**config.mk**
```make
export PLATFORM = sky130hd
export DESIGN_NAME = slew_limited_motor_command_unit
export DESIGN_NICKNAME = d
export VERILOG_FILES = /design/src/hdl/slmc_pkg.sv /design/src/hdl/slew_limited_motor_command_unit.sv /design/src/hdl/slmc_front.sv /design/src/hdl/slmc_queue.sv /design/src/hdl/slmc_back.sv
export SDC_FILE = /design/constraint.sdc
export NUM_CORES = 2
export LEC_CHECK = 0
export CORE_ASPECT_RATIO = 0.6
export CORE_MARGIN = 5
export CORE_UTILIZATION = 50
export DETAILED_ROUTE_END_ITERATION = 12
export DONT_BUFFER_PORTS = 1
export PLACE_DENSITY = 0.63
export SLEW_MARGIN = 0
export SYNTH_ARGS = -nofsm -noshare
export SYNTH_HDL_FRONTEND = slang
export SYNTH_SLANG_ARGS = --single-unit
```
**constraint.sdc**
```tcl
create_clock -name i_clk -period 9.32 [get_ports i_clk]
set_input_delay 1.398 -clock i_clk [delete_from_list [all_inputs] [get_ports i_clk]]
set_output_delay 1.398 -clock i_clk [all_outputs]
set_load 0.01 [all_outputs]
```
**src/hdl/slmc_pkg.sv**
```systemverilog
// Package for the slew-limited motor command unit.
// Holds field widths, register indexes, reset values, frame codes and the config struct.
// No dependencies; every other file of the block imports it.
package slmc_pkg;

    localparam int SPEED_WIDTH_DEF = 32;
    localparam int STEP_W          = 20;
    localparam int ID_W            = 29;
    localparam int TARGET_W        = 32;
    localparam int WIRE_SPEED_W    = 32;
    localparam int BYTE_W          = 8;
    localparam int LANES           = 3;
    localparam int QUEUE_DEPTH     = 2;

    // input word: cmd_valid, cmd_stop, safety_stop, then three targets
    localparam int IN_FLAG_W   = 3;
    localparam int IN_RAW_W    = IN_FLAG_W + LANES * TARGET_W;
    localparam int IN_TDATA_W  = ((IN_RAW_W + 7) / 8) * 8;
    localparam int IN_CMD_VALID_BIT = 0;
    localparam int IN_CMD_STOP_BIT  = 1;
    localparam int IN_SAFETY_BIT    = 2;
    localparam int IN_TARGET_LSB    = IN_FLAG_W;

    // output word: frame_id, data_byte0..3
    localparam int OUT_RAW_W   = ID_W + 4 * BYTE_W;
    localparam int OUT_TDATA_W = ((OUT_RAW_W + 7) / 8) * 8;

    localparam int CFG_IDX_W  = 8;
    localparam int CFG_DATA_W = 32;

    localparam logic [CFG_IDX_W-1:0] REG_MAX_STEP = CFG_IDX_W'(0);
    localparam logic [CFG_IDX_W-1:0] REG_LEFT_ID  = CFG_IDX_W'(1);
    localparam logic [CFG_IDX_W-1:0] REG_RIGHT_ID = CFG_IDX_W'(2);
    localparam logic [CFG_IDX_W-1:0] REG_EXCAV_ID = CFG_IDX_W'(3);

    localparam logic [STEP_W-1:0] MAX_STEP_RST = STEP_W'(1000);

    localparam logic [1:0] FRAME_LEFT  = 2'd0;
    localparam logic [1:0] FRAME_RIGHT = 2'd1;
    localparam logic [1:0] FRAME_EXCAV = 2'd2;

    typedef struct packed {
        logic [STEP_W-1:0] max_step;
        logic [ID_W-1:0]   left_id;
        logic [ID_W-1:0]   right_id;
        logic [ID_W-1:0]   excav_id;
    } t_cfg;

endpackage

```
**src/hdl/slew_limited_motor_command_unit.sv**
```systemverilog
// Slew-limited motor command unit: one input word is one control tick; each tick gives three
// output words (left drive, right drive, excavation belt), the last with tlast set. The front
// end takes one tick per cycle into a two-entry queue while the queue is not full; the back
// end sends one word per cycle over the single output channel while tready is high. When the
// back end is idle, a tick's first word goes through the queue, then the output register.
// Configuration writes are taken in every cycle and belong to idle periods only.
module slew_limited_motor_command_unit #(
    parameter int SPEED_WIDTH = slmc_pkg::SPEED_WIDTH_DEF
) (
    input  logic                              i_clk,
    input  logic                              i_rst_n,
    input  logic                              s_axis_tvalid,
    output logic                              s_axis_tready,
    // cmd_valid, cmd_stop, safety_stop, left_target, right_target, excav_target, zero fill
    input  logic [slmc_pkg::IN_TDATA_W-1:0]   s_axis_tdata,
    // target_valid
    input  logic                              s_axis_tuser,
    output logic                              m_axis_tvalid,
    input  logic                              m_axis_tready,
    // frame_id, data_byte0, data_byte1, data_byte2, data_byte3, zero fill
    output logic [slmc_pkg::OUT_TDATA_W-1:0]  m_axis_tdata,
    // last_frame
    output logic                              m_axis_tlast,
    input  logic                              i_cfg_valid,
    output logic                              o_cfg_ready,
    input  logic [slmc_pkg::CFG_IDX_W-1:0]    i_cfg_index,
    input  logic [slmc_pkg::CFG_DATA_W-1:0]   i_cfg_data
);
    import slmc_pkg::*;

    localparam int EW = LANES * SPEED_WIDTH;

    t_cfg          r_cfg;
    logic          push;
    logic          pop;
    logic          full;
    logic          empty;
    logic [EW-1:0] push_data;
    logic [EW-1:0] head;

    assign o_cfg_ready = 1'b1;

    always_ff @(posedge i_clk) begin
        if (!i_rst_n) begin
            r_cfg.max_step <= MAX_STEP_RST;
            r_cfg.left_id  <= '0;
            r_cfg.right_id <= '0;
            r_cfg.excav_id <= '0;
        end else if (i_cfg_valid) begin
            unique case (i_cfg_index)
                REG_MAX_STEP: r_cfg.max_step <= i_cfg_data[STEP_W-1:0];
                REG_LEFT_ID:  r_cfg.left_id  <= i_cfg_data[ID_W-1:0];
                REG_RIGHT_ID: r_cfg.right_id <= i_cfg_data[ID_W-1:0];
                REG_EXCAV_ID: r_cfg.excav_id <= i_cfg_data[ID_W-1:0];
                default: ;
            endcase
        end
    end

    slmc_front #(.SW(SPEED_WIDTH)) u_front (
        .i_clk      (i_clk),
        .i_rst_n    (i_rst_n),
        .i_valid    (s_axis_tvalid),
        .o_ready    (s_axis_tready),
        .i_tdata    (s_axis_tdata),
        .i_tuser    (s_axis_tuser),
        .i_max_step (r_cfg.max_step),
        .i_full     (full),
        .o_push     (push),
        .o_entry    (push_data)
    );

    slmc_queue #(.W(EW)) u_queue (
        .i_clk   (i_clk),
        .i_rst_n (i_rst_n),
        .i_push  (push),
        .i_data  (push_data),
        .i_pop   (pop),
        .o_data  (head),
        .o_full  (full),
        .o_empty (empty)
    );

    slmc_back #(.SW(SPEED_WIDTH)) u_back (
        .i_clk    (i_clk),
        .i_rst_n  (i_rst_n),
        .i_entry  (head),
        .i_empty  (empty),
        .o_pop    (pop),
        .i_cfg    (r_cfg),
        .o_tvalid (m_axis_tvalid),
        .i_tready (m_axis_tready),
        .o_tdata  (m_axis_tdata),
        .o_tlast  (m_axis_tlast)
    );

endmodule

```
**src/hdl/slmc_front.sv**
```systemverilog
// Front end: accepts control ticks, applies run/stop and safety stop, steps the speeds.
// Keeps the stop flag, goals and speeds; pushes the new speeds of each tick to the queue.
// Depends on slmc_pkg.
module slmc_front #(
    parameter int SW = slmc_pkg::SPEED_WIDTH_DEF
) (
    input  logic                             i_clk,
    input  logic                             i_rst_n,
    input  logic                             i_valid,
    output logic                             o_ready,
    input  logic [slmc_pkg::IN_TDATA_W-1:0]  i_tdata,
    input  logic                             i_tuser,
    input  logic [slmc_pkg::STEP_W-1:0]      i_max_step,
    input  logic                             i_full,
    output logic                             o_push,
    output logic [slmc_pkg::LANES*SW-1:0]    o_entry
);
    import slmc_pkg::*;

    localparam int DW = (SW + 2 > STEP_W + 2) ? SW + 2 : STEP_W + 2;
    localparam logic signed [TARGET_W-1:0] SPD_MAX =
        TARGET_W'((64'sd1 <<< (SW - 1)) - 64'sd1);
    localparam logic signed [TARGET_W-1:0] SPD_MIN = -SPD_MAX - TARGET_W'(1);

    logic                 r_stop;
    logic signed [SW-1:0] r_speed [LANES];
    logic signed [SW-1:0] r_goal  [LANES];

    logic                 n_stop;
    logic signed [SW-1:0] n_speed [LANES];
    logic signed [SW-1:0] n_goal  [LANES];
    logic                 accept;

    assign o_ready = !i_full;
    assign accept  = i_valid && !i_full;

    always_comb begin
        logic signed [TARGET_W-1:0] tgt;
        logic signed [SW-1:0]       tgt_sat;
        logic signed [SW-1:0]       goal_use;
        logic signed [DW-1:0]       diff;
        logic signed [DW-1:0]       lim;
        logic signed [DW-1:0]       up;
        logic signed [DW-1:0]       dn;
        n_stop = i_tdata[IN_CMD_VALID_BIT] ? i_tdata[IN_CMD_STOP_BIT] : r_stop;
        if (i_tdata[IN_SAFETY_BIT]) begin
            n_stop = 1'b1;
        end
        lim = DW'($unsigned(i_max_step));
        for (int k = 0; k < LANES; k++) begin
            tgt = $signed(i_tdata[IN_TARGET_LSB + k*TARGET_W +: TARGET_W]);
            if (tgt > SPD_MAX) begin
                tgt_sat = SW'(SPD_MAX);
            end else if (tgt < SPD_MIN) begin
                tgt_sat = SW'(SPD_MIN);
            end else begin
                tgt_sat = SW'(tgt);
            end
            goal_use = (!n_stop && i_tuser) ? tgt_sat : r_goal[k];
            n_goal[k] = goal_use;
            diff = DW'(goal_use) - DW'(r_speed[k]);
            up   = DW'(r_speed[k]) + lim;
            dn   = DW'(r_speed[k]) - lim;
            // zero on stop; otherwise clamp the move to max_step; never overshoot the goal
            if (n_stop) begin
                n_speed[k] = '0;
            end else if (diff > lim) begin
                n_speed[k] = SW'(up);
            end else if (diff < -lim) begin
                n_speed[k] = SW'(dn);
            end else begin
                n_speed[k] = goal_use;
            end
        end
    end

    always_ff @(posedge i_clk) begin
        if (!i_rst_n) begin
            r_stop <= 1'b1;
            for (int k = 0; k < LANES; k++) begin
                r_speed[k] <= '0;
                r_goal[k]  <= '0;
            end
        end else if (accept) begin
            r_stop <= n_stop;
            for (int k = 0; k < LANES; k++) begin
                r_speed[k] <= n_speed[k];
                r_goal[k]  <= n_goal[k];
            end
        end
    end

    assign o_push = accept;

    always_comb begin
        for (int k = 0; k < LANES; k++) begin
            o_entry[k*SW +: SW] = n_speed[k];
        end
    end

endmodule

```
**src/hdl/slmc_queue.sv**
```systemverilog
// Short queue between front and back end; one entry holds the three speeds of a tick.
// Two entries, register storage, one write and one read port.
// Depends on slmc_pkg.
module slmc_queue #(
    parameter int W = slmc_pkg::LANES * slmc_pkg::SPEED_WIDTH_DEF
) (
    input  logic         i_clk,
    input  logic         i_rst_n,
    input  logic         i_push,
    input  logic [W-1:0] i_data,
    input  logic         i_pop,
    output logic [W-1:0] o_data,
    output logic         o_full,
    output logic         o_empty
);
    import slmc_pkg::*;

    localparam int AW = (QUEUE_DEPTH > 1) ? $clog2(QUEUE_DEPTH) : 1;
    localparam int CW = $clog2(QUEUE_DEPTH + 1);

    logic [W-1:0]  r_mem [QUEUE_DEPTH];
    logic [AW-1:0] r_wr;
    logic [AW-1:0] r_rd;
    logic [CW-1:0] r_cnt;
    logic          do_push;
    logic          do_pop;

    assign o_full  = (r_cnt == CW'(QUEUE_DEPTH));
    assign o_empty = (r_cnt == '0);
    assign do_push = i_push && !o_full;
    assign do_pop  = i_pop && !o_empty;
    assign o_data  = r_mem[r_rd];

    always_ff @(posedge i_clk) begin
        if (do_push) begin
            r_mem[r_wr] <= i_data;
        end
    end

    always_ff @(posedge i_clk) begin
        if (!i_rst_n) begin
            r_wr  <= '0;
            r_rd  <= '0;
            r_cnt <= '0;
        end else begin
            if (do_push) begin
                r_wr <= (r_wr == AW'(QUEUE_DEPTH - 1)) ? '0 : r_wr + AW'(1);
            end
            if (do_pop) begin
                r_rd <= (r_rd == AW'(QUEUE_DEPTH - 1)) ? '0 : r_rd + AW'(1);
            end
            r_cnt <= r_cnt + CW'(do_push) - CW'(do_pop);
        end
    end

endmodule

```
**src/hdl/slmc_back.sv**
```systemverilog
// Back end: turns each queued tick into three frames, left, right, excavation.
// Output register on the master side; pops the queue when the third frame loads.
// Depends on slmc_pkg.
module slmc_back #(
    parameter int SW = slmc_pkg::SPEED_WIDTH_DEF
) (
    input  logic                              i_clk,
    input  logic                              i_rst_n,
    input  logic [slmc_pkg::LANES*SW-1:0]     i_entry,
    input  logic                              i_empty,
    output logic                              o_pop,
    input  slmc_pkg::t_cfg                    i_cfg,
    output logic                              o_tvalid,
    input  logic                              i_tready,
    output logic [slmc_pkg::OUT_TDATA_W-1:0]  o_tdata,
    output logic                              o_tlast
);
    import slmc_pkg::*;

    logic [1:0]             r_sel;
    logic                   r_valid;
    logic [OUT_TDATA_W-1:0] r_tdata;
    logic                   r_tlast;

    logic                   load;
    logic                   is_last;
    logic [ID_W-1:0]        id;
    logic signed [SW-1:0]   spd;
    logic [WIRE_SPEED_W-1:0] spd32;

    assign load    = !i_empty && (!r_valid || i_tready);
    assign is_last = (r_sel == FRAME_EXCAV);
    assign o_pop   = load && is_last;

    always_comb begin
        unique case (r_sel)
            FRAME_LEFT: begin
                id  = i_cfg.left_id;
                spd = $signed(i_entry[0 +: SW]);
            end
            FRAME_RIGHT: begin
                id  = i_cfg.right_id;
                spd = $signed(i_entry[SW +: SW]);
            end
            FRAME_EXCAV: begin
                id  = i_cfg.excav_id;
                spd = $signed(i_entry[2*SW +: SW]);
            end
            default: begin
                id  = '0;
                spd = '0;
            end
        endcase
        spd32 = WIRE_SPEED_W'(spd);
    end

    always_ff @(posedge i_clk) begin
        if (load) begin
            // big-endian: byte0 carries speed bits 31..24
            r_tdata <= OUT_TDATA_W'({spd32[7:0], spd32[15:8], spd32[23:16],
                                     spd32[31:24], id});
            r_tlast <= is_last;
        end
    end

    always_ff @(posedge i_clk) begin
        if (!i_rst_n) begin
            r_sel   <= FRAME_LEFT;
            r_valid <= 1'b0;
        end else begin
            if (load) begin
                r_sel   <= is_last ? FRAME_LEFT : r_sel + 2'd1;
                r_valid <= 1'b1;
            end else if (i_tready) begin
                r_valid <= 1'b0;
            end
        end
    end

    assign o_tvalid = r_valid;
    assign o_tdata  = r_tdata;
    assign o_tlast  = r_tlast;

endmodule

```
==> run summary <==
- **share of post-route cells with drive strength above 1** 8.559%
- **Max FO, Critical Path** 19
- **Main synth FF type** edfxtp_1
- **final setup skew** 43.95 ps
- **hold crit path type** register to register
- **shortest period the worst path allows** 8494 ps
- **antenna violations before repair** 12
- **class of the most critical setup path** input pin to register
- **RSZ-0062 raised after global routing** no
- **simple logic cell fraction of the synthesized area** 17.65%
- **average size of a mapped cell** 9.053 um^2
- **tightest hold margin** 462.2 ps
- **cell area after technology mapping** 42230 um^2
- **Critical Path Sink Type** register
- **Reg clk slew, reported paths** 70 ps
- **Non-Filler Instances** 5836
- **fraction of synthesis flops using an asynchronous set or reset pin** 0%
- **mux contribution to synthesized area** 6.103%
- **Pre-antenna DRT Iters** 6
- **FF+latch area** 15720 um^2
- **die outline height** 235.1 um
- **post-cts hold buffer count** 0
- **cell type contributing the most total cell area after synthesis** edfxtp_1
- **per-cell via count in the routed design** 6.530
- **count of max-cap constraint violations** 0
- **CP max stage delay** 970 ps
- **via count of the first global-routing pass** 33989
- **number of distinct library cells after synthesis** 104
- **DPL Wire Length** 126.0 mm
- **total via count in the routed design** 38109
- **Routability Congestion** 1.009
- **core footprint** 83620 um^2
- **share of Yosys cell area claimed by the top area cell type** 31.71%
- **transition time at the pin with the least slew margin** 1326 ps
- **end-of-flow core utilization** 55.04%
- **post-synthesis share of cell area spent on full adders, half adders and majority gates** 11.63%
- **remaining routing DRC violations** 0
- **leading cell type by number of instances after synthesis** nand2_1
- **Final period util** 91.14%
- **final setup violation count** 0
- **global-route wire length before repair** 235.2 mm
- **worst path setup slack after routing** 826.2 ps
- **Leak Pwr** 18.37 nW
- **CTS resizes** 0
- **largest cells by area after synthesis** edfxtp_1 (32%), ha_1 (11%), dfxtp_1 (5.5%)
- **final net count** 5188
- **Die Wd** 385.2 um
- **Slew Limit Fails** 0
- **post-synthesis compound-gate area fraction** 19.65%
- **combined area of the multi-input logic cells** 24670 um^2
- **combinational family with the most area after synthesis** compound AO/OA/AOI/OAI gates
- **Top-Level Pins** 218
- **worst slack, placed** 454.8 ps
- **number of antenna-violating nets in the routed design** 0
- **maximum clock frequency** 117.7 MHz
- **most frequent cell on the critical path** a21oi_1
- **clock latency of the later-clocked register in the worst-skew pair** 670 ps
- **Hold Vio Cnt, Final** 0
- **total power per unit cell area** 214.5 nW/um^2
- **list of most frequent post-synthesis cells** nand2_1 (454), edfxtp_1 (446), nor2_1 (427)
- **slowest stage cell on the critical path** nor2_1
- **DIE AREA** 90570 um^2
- **IR drop worst, VDD** 160.0 uV
- **effective utilization at floorplan** 50.51%
- **buffer levels on the longest clock path** 3
- **clock buffers created by TritonCTS** 56
- **Design Area, Final** 46030 um^2
- **Iter 0 DRT Violations** 4832
- **setup bufs post-CTS** 0
- **post-synthesis sequential area ratio** 37.21%
- **clock net sink count** 562
- **summed negative setup slack over all endpoints** 0 ps
- **overall routing resource usage** 34.85%
- **DR WL/cell** 28.27 um
- **Cells after DPL** 5727
- **GRT Residual Overflow** 0
- **critical path startpoint category** input pin
- **number of cell rows** 82
- **Final Power** 9.875 mW
- **count of flip-flops with a built-in enable after synthesis** 446
- **number of instances in the synthesized netlist** 4665
- **status** complete, no violations
- **Yosys warnings** 0
- **final wirelength** 165.0 mm
- **count of state elements after synthesis** 562
- **xor and xnor area share after synthesis** 2.924%
- **pin count of the biggest net entering global routing** 120
- **tightest slew margin relative to the limit** 10.80%
- **Root Buffer** clkbuf_16
- **buffers added on ports** 0
- **number of levels in the clock H-tree** 2
- **data required time of the worst path** 9580 ps
- **Arr. time, crit path** 8750 ps
- **Filler Cells Inserted** 7673
- **CTS tree** yes
- **synth-to-layout area growth** 8.983%
- **instance area at placement** 44190 um^2
-- layout make-up --
class                   count  area share, %
multi-input cells        3592          53.61
flip-flops and latches    562          34.16
clock buffers              81          3.382
well taps                1134          3.083
repair buffers            176          3.007
inverters                 263          2.145
clock inverters            23         0.5872
diodes                      5        0.02718
-- report_power, final --
part           internal [mW]  switching (mW)
Sequential              3.05           0.202
Clock                   1.30            1.05
Combinational           1.43            2.84
Total                   5.79            4.09
-- path summary, 6_finish.rpt --
check | startpoint | endpoint | slack, ps | cells past startpoint
worst min-delay path | r_cfg[37] | r_cfg[37] | 460 | 2
worst max-delay path | s_axis_tdata[0] | u_queue.r_mem[0][92] | 830 | 29
worst max register to register | u_front.r_stop | u_queue.r_mem[0][92] | 1190 | 29
worst min register to register | r_cfg[37] | r_cfg[37] | 460 | 2
-- kinds of logic (layout without fill, tap and decap cells) --
logic type / count (synthesis) / count (layout)
buffers and inverters: 513 / 543
XOR/XNOR: 141 / 141
AND/OR/NAND/NOR: 1573 / 1573
multiplexers: 249 / 249
adder cells (fa/ha/maj): 387 / 387
AO/OA/AOI/OAI: 1238 / 1238
other: 2 / 9
flip-flops: 562 / 562
-- critical path: cells and delay by family --
kind | cells | cell delay, ps
simple gates | 9 | 3140
compound gates | 10 | 1890
fa+ha+maj | 3 | 840
xor+xnor | 1 | 400
buf+inv | 5 | 770
mux | 1 | 260
-- metal layers --
| layer | vias to the layer above | GRT usage [%] | wire length [um] |
|---|---|---|---|
| li1 | 17230 | - | - |
| met1 | 18268 | 51.53 | 71360 |
| met2 | 2290 | 45.16 | 62200 |
| met3 | 313 | 14.87 | 25350 |
| met4 | 8 | 11.05 | 5945 |
| met5 | - | 0.5291 | 98 |
-- placed cells by master (no fill, tap or decap), types with 94 or more instances in the layout --
master | synthesis | final
a21boi_0 | 111 | 111
a21o_1 | 94 | 94
a21oi_1 | 332 | 332
buf_4 | 9 | 171
dfxtp_1 | 116 | 113
edfxtp_1 | 446 | 446
ha_1 | 378 | 378
inv_1 | 260 | 259
mux2i_1 | 187 | 187
nand2_1 | 454 | 451
nand3_1 | 127 | 126
nor2_1 | 427 | 425
nor3_1 | 145 | 141
o21ai_0 | 172 | 172
xnor2_1 | 103 | 103
-- state kept, by name, summed over array words and instances, names as in the netlist, named ones only --
name             cells
u_queue.r_mem      192
r_cfg              107
u_front.r_goal      96
u_front.r_speed     96
u_back.o_tdata      61
u_back.r_sel         2
u_queue.r_cnt        2
u_back.o_tlast       1
u_back.o_tvalid      1
u_front.r_stop       1
u_queue.r_rd         1
u_queue.r_wr         1
No activity file was read; power rests on OpenSTA's default activity.
